`src/rtl/bpqe_pkg.sv`:
```
// ----------------------------------------------------------------------------
// bpqe_pkg
// Shared constants and types for the bounded evicting priority queue.
// ----------------------------------------------------------------------------
`default_nettype none

package bpqe_pkg;

    localparam int          DEF_CAPACITY = 256;
    localparam int          WORD_W       = 64;
    localparam logic [63:0] FREE_WORD    = 64'hFFFF_FFFF_FFFF_FFFF;

    typedef enum logic [1:0] {
        ACT_PUSH  = 2'd0,
        ACT_POP   = 2'd1,
        ACT_TAKE  = 2'd2,
        ACT_CLEAR = 2'd3
    } action_t;

    typedef enum logic [2:0] {
        OUT_STORED  = 3'd0,
        OUT_EVICTED = 3'd1,
        OUT_REJECTED = 3'd2,
        OUT_POPPED  = 3'd3,
        OUT_NOTHING = 3'd4,
        OUT_TAKEN   = 3'd5,
        OUT_CLEARED = 3'd6
    } outcome_t;

    typedef enum logic [2:0] {
        ST_WIPE,
        ST_IDLE,
        ST_PRE,
        ST_DECIDE,
        ST_POST,
        ST_FIN
    } state_t;

endpackage

`default_nettype wire

```
`src/rtl/bpqe_scan.sv`:
```
// ----------------------------------------------------------------------------
// bpqe_scan
// Accumulates min, max, held count, free-slot candidates and the selected slot's word over one sweep.
// ----------------------------------------------------------------------------
`default_nettype none

module bpqe_scan
    import bpqe_pkg::*;
#(
    parameter int AW = 8,
    parameter int CW = 9
) (
    input  wire logic              clk,
    input  wire logic              start,
    input  wire logic              smp_vld,
    input  wire logic [AW-1:0]     smp_idx,
    input  wire logic [63:0]       smp_data,
    input  wire logic [AW-1:0]     hint,
    input  wire logic [AW-1:0]     ring [4],
    input  wire logic [AW-1:0]     sidx,
    output logic      [63:0]       min_val,
    output logic      [AW-1:0]     min_idx,
    output logic      [63:0]       max_val,
    output logic      [AW-1:0]     max_idx,
    output logic      [CW-1:0]     held,
    output logic                   hint_free,
    output logic      [3:0]        ring_free,
    output logic                   ge_found,
    output logic      [AW-1:0]     ge_idx,
    output logic                   any_found,
    output logic      [AW-1:0]     any_idx,
    output logic      [63:0]       sidx_word
);

    logic is_fr;
    assign is_fr = (smp_data == FREE_WORD);

    // accumulators, cleared at the start of each sweep
    always_ff @(posedge clk)
    begin
        if (start)
        begin
            min_val   <= FREE_WORD;
            min_idx   <= '0;
            max_val   <= '0;
            max_idx   <= '0;
            held      <= '0;
            hint_free <= 1'b0;
            ring_free <= '0;
            ge_found  <= 1'b0;
            ge_idx    <= '0;
            any_found <= 1'b0;
            any_idx   <= '0;
            sidx_word <= FREE_WORD;
        end
        else if (smp_vld)
        begin
            if (!is_fr)
            begin
                held <= held + 1'b1;
                if (smp_data < min_val)
                begin
                    min_val <= smp_data;
                    min_idx <= smp_idx;
                end
            end
            if (smp_data > max_val)
            begin
                max_val <= smp_data;
                max_idx <= smp_idx;
            end
            if (is_fr && smp_idx == hint)
            begin
                hint_free <= 1'b1;
            end
            for (int k = 0; k < 4; k++)
            begin
                if (is_fr && smp_idx == ring[k])
                begin
                    ring_free[k] <= 1'b1;
                end
            end
            if (is_fr && !ge_found && smp_idx >= hint)
            begin
                ge_found <= 1'b1;
                ge_idx   <= smp_idx;
            end
            if (is_fr && !any_found)
            begin
                any_found <= 1'b1;
                any_idx   <= smp_idx;
            end
            if (smp_idx == sidx)
            begin
                sidx_word <= smp_data;
            end
        end
    end

endmodule

`default_nettype wire

```
`config.mk`:
```
export PLATFORM = sky130hd
export DESIGN_NAME = bpqe_scan
export DESIGN_NICKNAME = d
export VERILOG_FILES = /design/src/rtl/bpqe_pkg.sv /design/src/rtl/bpqe_scan.sv
export SDC_FILE = /design/constraint.sdc
export NUM_CORES = 1
export LEC_CHECK = 0
export BUFFER_PORTS_ARGS = -buffer_cell sky130_fd_sc_hd__buf_2
export CAP_MARGIN = 5
export CORE_MARGIN = 2
export CORE_UTILIZATION = 40
export DETAILED_ROUTE_END_ITERATION = 12
export HOLD_SLACK_MARGIN = 0.12
export PLACE_DENSITY = 0.61
export SLEW_MARGIN = 10
export SYNTH_ARGS = -nofsm -noshare
export SYNTH_HDL_FRONTEND = slang
export SYNTH_SLANG_ARGS = --single-unit
```
`constraint.sdc`:
```
create_clock -name clk -period 3.95 [get_ports clk]
set_input_delay 0.79 -clock clk [delete_from_list [all_inputs] [get_ports clk]]
set_output_delay 0.79 -clock clk [all_outputs]
set_load 0.01 [all_outputs]
```
==> results of run 1 <==
==> through the flow <==
step	hold slack (ns)	worst slack, ns	instance area, um2	total power, mW
5_1_grt	0.483	0.486	17800	7.24
3_3_place_gp	0.443	0.243	16800	4.17
6_report	0.453	0.705	17800	6.89
4_1_cts	0.459	0.587	17800	6.97
2_1_floorplan	0.479	0.907	14500	3.63
3_5_place_dp	0.451	0.0539	16800	4.21
==> power by group <==
| group | switching, mW | leakage (nW) | internal (mW) |
|---|---|---|---|
| Combinational | 0.873 | 5.90 | 0.600 |
| Clock | 1.09 | 0.470 | 1.64 |
| Sequential | 0.116 | 1.96 | 2.57 |
==> cells in the final DEF, fill, tap and decap left out, drive strengths merged, types with 3 or more instances in the layout <==
cell type / n
clkbuf: 39
nand2b: 3
a31oi: 6
a21oi: 42
buf: 390
or3: 5
nand3: 12
o311ai: 8
a32oi: 72
o211ai: 3
bufinv: 3
clkinvlp: 3
nor4: 79
nand4: 52
ha: 136
nor3: 3
a211oi: 5
o21ai: 14
clkinv: 7
xor2: 38
dfxtp: 240
nor2: 183
a21o: 30
mux2i: 216
inv: 144
a221o: 3
xnor2: 8
and3: 3
and4: 4
a221oi: 5
and2: 3
nand2: 173
nor3b: 63
==> worst register-to-register path: cells and delay by family (launching register included) <==
| kind | cells | cell delay (ns) |
|---|---|---|
| flops | 1 | 0.34 |
| mux | 1 | 0.27 |
| buf+inv | 3 | 0.53 |
| fa+ha+maj | 1 | 0.27 |
| simple gates | 1 | 0.55 |
| compound gates | 4 | 1.21 |
==> layer usage <==
layer | share of wire | up-vias
li1 | - | 6611
met1 | 0.45 | 6453
met2 | 0.46 | 411
met3 | 0.067 | 69
met4 | 0.024 | 0
met5 | 0 | -
==> worst paths after layout <==
kind	startpoint	end	slack, ns	depth (start not counted)
max	min_val[1]	min_val[2]	0.71	10
min	min_idx[7]	min_idx[7]	0.45	2
max reg2reg	min_val[1]	min_val[2]	0.71	10
min reg2reg	min_idx[7]	min_idx[7]	0.45	2
==> flip-flops by register name, summed over array words and instances, names as in the netlist <==
signal / cells
hint_free: 1
min_val: 64
ge_found: 1
held: 9
sidx_word: 64
ge_idx: 8
min_idx: 8
any_idx: 8
any_found: 1
max_val: 64
ring_free: 4
max_idx: 8
==> cells by family after synthesis <==
logic type | synth area share
simple gates | 0.197
mux | 0.149
buf+inv | 0.0721
compound gates | 0.104
xor+xnor | 0.0278
fa+ha+maj | 0.118
flops | 0.332
==> layout make-up <==
class                           instances  area share
Multi-Input combinational cell       1185       0.489
Sequential cell                       240       0.270
Timing Repair Buffer                  390       0.123
Clock buffer                           39      0.0458
Tap cell                              461      0.0325
Inverter                              144      0.0307
Clock inverter                         13     0.00895
==> metrics, run 1 <==
result of the run complete, no violations; Final #Nets 2249; Std-Cell Rows 69; largest area contributor in the synthesized netlist dfxtp_1; Warnings, synthesis 0; VDD IR max 0.320 mV; Leakage Power 8.34 nW; number of placed I/O pins 363; kind of capture point of the worst setup path flip-flop; post-CTS setup buffers 0; cell family contributing the most delay on the critical path compound AO/OA/AOI/OAI gates; Synth Register Bits 240; area of the core region 0.0356 mm2; number of design rule violations left after detail routing 0; number of diodes 0; mean area per synthesized cell 8.57 um2; via count 13544; number of nets produced by synthesis 1948; Power Dens Cells 388 mW/mm2; die boundary width 194 um; initial antenna violation count 0; Maximum Capacitance Violations 0; endpoint arrival time on the critical path 3.71 ns; Fin. Hold Viols 0; Bufs and invs on worst path 3; synth-to-layout area growth 22.7%; number of pins with negative max-slew slack in the final report 0; CP required 4.41 ns; top area cells in the synthesized netlist dfxtp_1 33%, mux2i_1 15%, ha_1 12%, nor2_1 4.7%, nand2_1 4.5%; startpoint type of the worst setup path flip-flop; share of layout cells above drive strength 1 0.223; Skew-Pair Late Insertion Delay 0.54 ns; RD Place Congestion 0.796; Synth top area share 0.332; Synth Cell Area 0.0145 mm2; global routing met1 resource utilization 0.312; via/cell ratio 5.48; final core occ 0.499; number of search-and-repair iterations in the first detailed-routing pass 7; met3 usage 0.0457; unrepaired setup endpoints after global routing no; peak clock frequency supported by timing 308 MHz; global-route wire length before repair 72.3 mm; hold-fix buffer count after cts 0; gr usage total 0.235; CTS tree yes; largest fanout on the critical path 32; Starting Density 0.407; fin cells 2472; maximum count of clock buffers along a single path 3; number of instances in the synthesized netlist 1689; final critical delay including setup and external delays 3.24 ns; Clock H-tree levels 1; worst-margin pin slew 0.845 ns; share of the cycle needed by the critical path after routing 0.821; tightest slew margin relative to the limit 0.432; die area 0.0377 mm2; via count of the first global-routing pass 12821; register area 0.00480 mm2; ordered list of cells on the worst path inv_1 -> ha_1 -> a2111oi_0 -> a2111oi_0 -> nor4_1 -> o41ai_2 -> buf_4 -> a211oi_4 -> buf_12 -> mux2i_1; number of CTS-inserted buffers 29; clock root buffer master clkbuf_16; most crowded layer after global routing met2; total detailed-routing wirelength 46.4 mm; Detail Route Antenna Nets 0; Critical Setup Path Class flip-flop to flip-flop; CTS resizes 0; sum of overflow across all layers after global routing 0; Synth async-reset ratio 0; library cell with the highest instance count after synthesis dfxtp_1; chip height 194 um; I/O Buffers 362; setup clock skew after layout 0.0106 ns; Worst path slowest cell nor4_1; classification of the worst-slack hold path flip-flop to flip-flop; half-perimeter wire length after detailed placement 32.8 mm; total placed cells including tap cells 2420; average detailed-routed wire length per instance 18.8 um; largest stage delay on the critical path 0.55 ns; most used standard cells in the synthesized netlist 240 x dfxtp_1, 216 x mux2i_1, 182 x nor2_1; Worst-path clk slew 0.06 ns; library cells used by synthesis 48; leading register cell type out of synthesis dfxtp_1; area of the multi-input gates 0.00868 mm2; summed negative setup slack over all endpoints 0 ns; crit-path most repeated cell a2111oi_0; share of the yosys chip area belonging to registers 0.332; number of clock sinks 240; count of flip-flops with a built-in enable after synthesis 0; largest net degree at the start of global routing 164; final setup violating endpoints 0; fill cell total of the finished layout 3435; DR iter-0 viols 857; global-route track usage on met2 0.390
No activity file was read; power rests on OpenSTA's default activity.
==> inputs of run 2 (changes only) <==
- PLACE_DENSITY: 0.61 -> 0.63
- clock period: 3.95 -> 2.75 ns (I/O delays scaled with it)
==> run 2 against run 1 <==
The run now ends with setup timing left. Die area unchanged. Final area increased by 15%. Core utilization increased by 7.3 points. Maximum frequency increased by 18%.
==> metrics, run 2 (synthesis results as in run 1) <==
post-route worst hold slack 0.284 ns; Maximum Capacitance Violations 0; peak clock frequency supported by timing 363 MHz; via/cell ratio 5.42; DP Worst Slack -0.690 ns; kind of capture point of the worst setup path flip-flop; Critical Setup Path Class flip-flop to flip-flop; VDD IR max 0.534 mV; top flop regs max_val (64), min_val (64), sidx_word (64); via count 14395; number of clock sinks 240; placed cell areas 0.0181 mm2; total detailed-routing wirelength 51.3 mm; maximum count of clock buffers along a single path 3; setup clock skew after layout 0.0205 ns; largest stage delay on the critical path 0.43 ns; CTS tree yes; post-layout worst setup margin -0.00131 ns; classification of the worst-slack hold path input pin to flip-flop; number of CTS-inserted buffers 29; DR iter-0 viols 890; initial antenna violation count 1; FF-to-FF path depth 11; Std-Cell Rows 69; average detailed-routed wire length per instance 19.3 um; number of search-and-repair iterations in the first detailed-routing pass 5; endpoint arrival time on the critical path 3.19 ns; most common library cell in the layout ignoring fill and taps buf_2; final setup violating endpoints 1; half-perimeter wire length after detailed placement 36.1 mm; synth-to-layout area growth 40.5%; share of the cycle needed by the critical path after routing 1.00; met2 wire len 24.5 mm; met1 routed wirelength after detailed routing 22.7 mm; Leakage Power 9.64 nW; unrepaired setup endpoints after global routing yes; area of the core region 0.0356 mm2; Fin. Hold Viols 0; commonest cells after routing, fill and taps aside 361 x buf_2, 216 x mux2i_1, 215 x dfxtp_1; share of layout cells above drive strength 1 0.331; violations in the final reports setup timing; clock root buffer master clkbuf_16; worst-margin pin slew 0.863 ns; final core occ 0.572; RD Place Congestion 0.846; number of design rule violations left after detail routing 0; final total power 10.5 mW; Detail Route Antenna Nets 0; Final #Nets 2432; Clock H-tree levels 1; number of placed I/O pins 363; CP required 3.19 ns; I/O Buffers 362; Power Dens Cells 514 mW/mm2; global-route wire length before repair 77.4 mm; crit-path most repeated cell or3_4; number of pins with negative max-slew slack in the final report 0; final critical delay including setup and external delays 2.75 ns; Skew-Pair Late Insertion Delay 0.56 ns; worst hold path depth 3; ordered list of cells on the worst path inv_2 -> ha_4 -> nand4_1 -> or3_4 -> or3_4 -> o31ai_4 -> buf_6 -> clkbuf_16 -> nor3b_4 -> a32oi_1 -> nand2_1; wire length on met3 2.92 mm; fill cell total of the finished layout 3174; Worst path slowest cell or3_4; Starting Density 0.407; sum of overflow across all layers after global routing 0; die boundary width 194 um; via count of the first global-routing pass 13989; top sig layer met4; result of the run finished with violations; Worst-path clk slew 0.06 ns; tightest slew margin relative to the limit 0.425; die area 0.0377 mm2; largest fanout on the critical path 8; Final Instance Area 0.0203 mm2; startpoint type of the worst setup path flip-flop; largest net degree at the start of global routing 151; gr usage total 0.252; chip height 194 um
run 2: cell types whose count changed in the layout (fill, tap and decap cells not counted), moves of 9 or more:
cell,previous run,this run
buf_12,12,28
buf_4,16,150
buf_6,0,9
clkbuf_16,29,44
dfxtp_1,240,215
dfxtp_2,0,25
ha_1,136,126
ha_4,0,10
nor3b_1,63,35
nor3b_2,0,11
nor3b_4,0,17
run 2: metrics by stage:
step | TNS (ns) | std cells
2_1_floorplan | 0 | 1689
3_3_place_gp | -73.92 | 2571
3_5_place_dp | -71.98 | 2571
4_1_cts | -0.00259 | 2632
5_1_grt | -7.20 | 2656
6_report | -0.00131 | 2657
run 2: final timing paths:
check / from / to / slack [ns]
setup reg to reg: max_val[15] / max_val[14] / -0.001
setup / recovery: max_val[15] / max_val[14] / -0.001
hold reg to reg: min_idx[7] / min_idx[7] / 0.46
hold / removal: smp_data[52] / sidx_word[52] / 0.28
run 2: final cells by class:
| class | count | area [um2] | area share |
|---|---|---|---|
| multi-input cells | 1185 | 9230 | 0.454 |
| flip-flops and latches | 240 | 4840 | 0.238 |
| repair buffers | 573 | 4200 | 0.206 |
| clock buffers | 41 | 831 | 0.0408 |
| well taps | 461 | 577 | 0.0284 |
| inverters | 144 | 546 | 0.0268 |
| clock inverters | 12 | 120 | 0.00590 |
| diodes | 1 | 2.50 | 0.000123 |
run 2: where the power goes:
part / switching (mW) / internal (mW) / total, mW / leakage, nW
Combinational: 1.45 / 1.28 / 2.72 / 7.21
Clock: 1.58 / 2.28 / 3.86 / 0.472
Sequential: 0.164 / 3.70 / 3.86 / 1.96
Total: 3.19 / 7.26 / 10.5 / 9.64
run 2: critical path: cells and delay by family, from the launching register on:
family          cells  cell delay (ns)
simple gates        5             1.06
buf+inv             3             0.48
compound gates      2             0.47
flops               1             0.35
fa+ha+maj           1             0.25
run 2: what timing repair did:
item                                   4_1_cts  5_1_grt
setup buffers                                5       11
endpoints found under the hold margin        0        0
hold buffers                                 0        0
pin swaps                                   12       96
setup endpoints to repair                  141      138
gates resized for setup                     27      123
cloned                                       4       15
run 2: layer usage:
metal  global-route usage  vias up
li1                     -     6991
met1                0.328     6882
met2                0.436      454
met3               0.0449       68
met4               0.0471        0
met5                    0        -
==> inputs of run 3 (changes only) <==
- RECOVER_POWER: not set -> 25
==> run 3 against run 2 <==
The flow still finishes with violations (setup timing). Worst setup slack got worse by 0.0054 ns. Core utilization decreased by 0.30 points. Combinational power about the same. First-iteration DRC count decreased by 1.5%. Clock skew increased by 0.0015 ns. Sequential cell count unchanged. Global-route usage unchanged. Final area decreased by 0.52%. Non-clock buffer count unchanged. Die area unchanged. Register-to-register slack about the same.
==> metrics, run 3 (synthesis results as in run 1) <==
kind of capture point of the worst setup path flip-flop; number of pins with negative max-slew slack in the final report 0; number of placed I/O pins 363; largest fanout on the critical path 8; clock root buffer master clkbuf_16; final setup violating endpoints 1; half-perimeter wire length after detailed placement 36.1 mm; Fin. Hold Viols 0; DP Worst Slack -0.690 ns; die boundary width 194 um; via count 14408; Critical Setup Path Class flip-flop to flip-flop; sum of overflow across all layers after global routing 0; RD Place Congestion 0.846; top flop regs max_val (64), min_val (64), sidx_word (64); final critical delay including setup and external delays 2.76 ns; largest net degree at the start of global routing 151; Final #Nets 2432; CTS tree yes; initial antenna violation count 1; tightest slew margin relative to the limit 0.433; most common library cell in the layout ignoring fill and taps buf_2; Worst-path clk slew 0.06 ns; VDD IR max 0.535 mV; Std-Cell Rows 69; average detailed-routed wire length per instance 19.3 um; number of CTS-inserted buffers 29; Starting Density 0.407; via count of the first global-routing pass 13989; post-layout worst setup margin -0.00674 ns; share of layout cells above drive strength 1 0.292; number of design rule violations left after detail routing 0; synth-to-layout area growth 39.8%; via/cell ratio 5.42; Power Dens Cells 516 mW/mm2; chip height 194 um; peak clock frequency supported by timing 363 MHz; share of the cycle needed by the critical path after routing 1.00; final core occ 0.569; maximum count of clock buffers along a single path 3; hold-fix buffer count after cts 0; result of the run finished with violations; CP required 3.18 ns; unrepaired setup endpoints after global routing yes; number of clock sinks 240; Maximum Capacitance Violations 0; commonest cells after routing, fill and taps aside 277 x buf_2, 216 x mux2i_1, 216 x dfxtp_1; global-route wire length before repair 77.4 mm; violations in the final reports setup timing; gr usage total 0.252; DR iter-0 viols 877; area of the core region 0.0356 mm2; fill cell total of the finished layout 3214; number of search-and-repair iterations in the first detailed-routing pass 5; Skew-Pair Late Insertion Delay 0.56 ns; setup clock skew after layout 0.0219 ns; Detail Route Antenna Nets 0; endpoint arrival time on the critical path 3.19 ns; startpoint type of the worst setup path flip-flop; summed negative setup slack over all endpoints -0.00674 ns; classification of the worst-slack hold path input pin to flip-flop; Final Instance Area 0.0202 mm2; die area 0.0377 mm2; total detailed-routing wirelength 51.3 mm; Clock H-tree levels 1; placed cell areas 0.0181 mm2; I/O Buffers 362; worst-margin pin slew 0.850 ns; Leakage Power 9.47 nW
run 3: cell types whose count changed in the layout (fill, tap and decap cells not counted):
cell      previous run  this run
buf_2              361       277
clkbuf_1             6        90
dfxtp_1            215       216
dfxtp_2             25        24
run 3: path summary, 6_finish.rpt:
check                                  start       endpoint  slack (ns)  cells after the start
worst min-delay path            smp_data[52]  sidx_word[52]        0.28                      3
worst min register to register    min_idx[7]     min_idx[7]        0.46                      2
worst max register to register   max_val[15]    max_val[11]      -0.007                     11
worst max-delay path             max_val[15]    max_val[11]      -0.007                     11
run 3: power breakdown:
part	internal (mW)	switching [mW]	total, mW
logic	1.27	1.45	2.72
registers	3.70	0.165	3.87
clock network	2.28	1.58	3.86
run 3: metal layers:
metal	vias up	GRT usage	part of all wire
met5	-	0	0
li1	6995	-	-
met2	469	0.436	0.48
met4	0	0.0471	0.022
met3	68	0.0449	0.060
met1	6876	0.328	0.44
run 3: critical path, stage by stage, from the launching register on:
cell and delay, ns:
dfxtp_2 0.35, inv_2 0.05, ha_4 0.25, nand4_1 0.14, or3_4 0.43, or3_4 0.36
o31ai_4 0.29, buf_6 0.22, buf_12 0.19, nor3b_4 0.06, a32oi_1 0.20, nand2_1 0.07
run 3: final cells by class:
type,count,area (um2),area share
multi-input cells,1185,9230,0.456
flip-flops and latches,240,4830,0.239
repair buffers,573,4100,0.202
clock buffers,41,831,0.0411
well taps,461,577,0.0285
inverters,144,546,0.0270
clock inverters,12,120,0.00594
diodes,1,2.50,0.000124
run 3: repair_timing:
item                       4_1_cts  5_1_grt
cloned                           4       15
setup buffers                    5       11
pin swaps                       12       96
resized for setup               27      123
setup endpoints to repair      141      138
run 3: per-stage QoR:
step                      total power, mW  hold WS [ns]  std cells
after CTS                            10.3         0.259       2632
after detailed placement             6.31         0.451       2571
after global routing                 10.9         0.275       2656
after global placement               6.24         0.444       2571
final                                10.4         0.284       2657
after floorplan                      5.22         0.479       1689
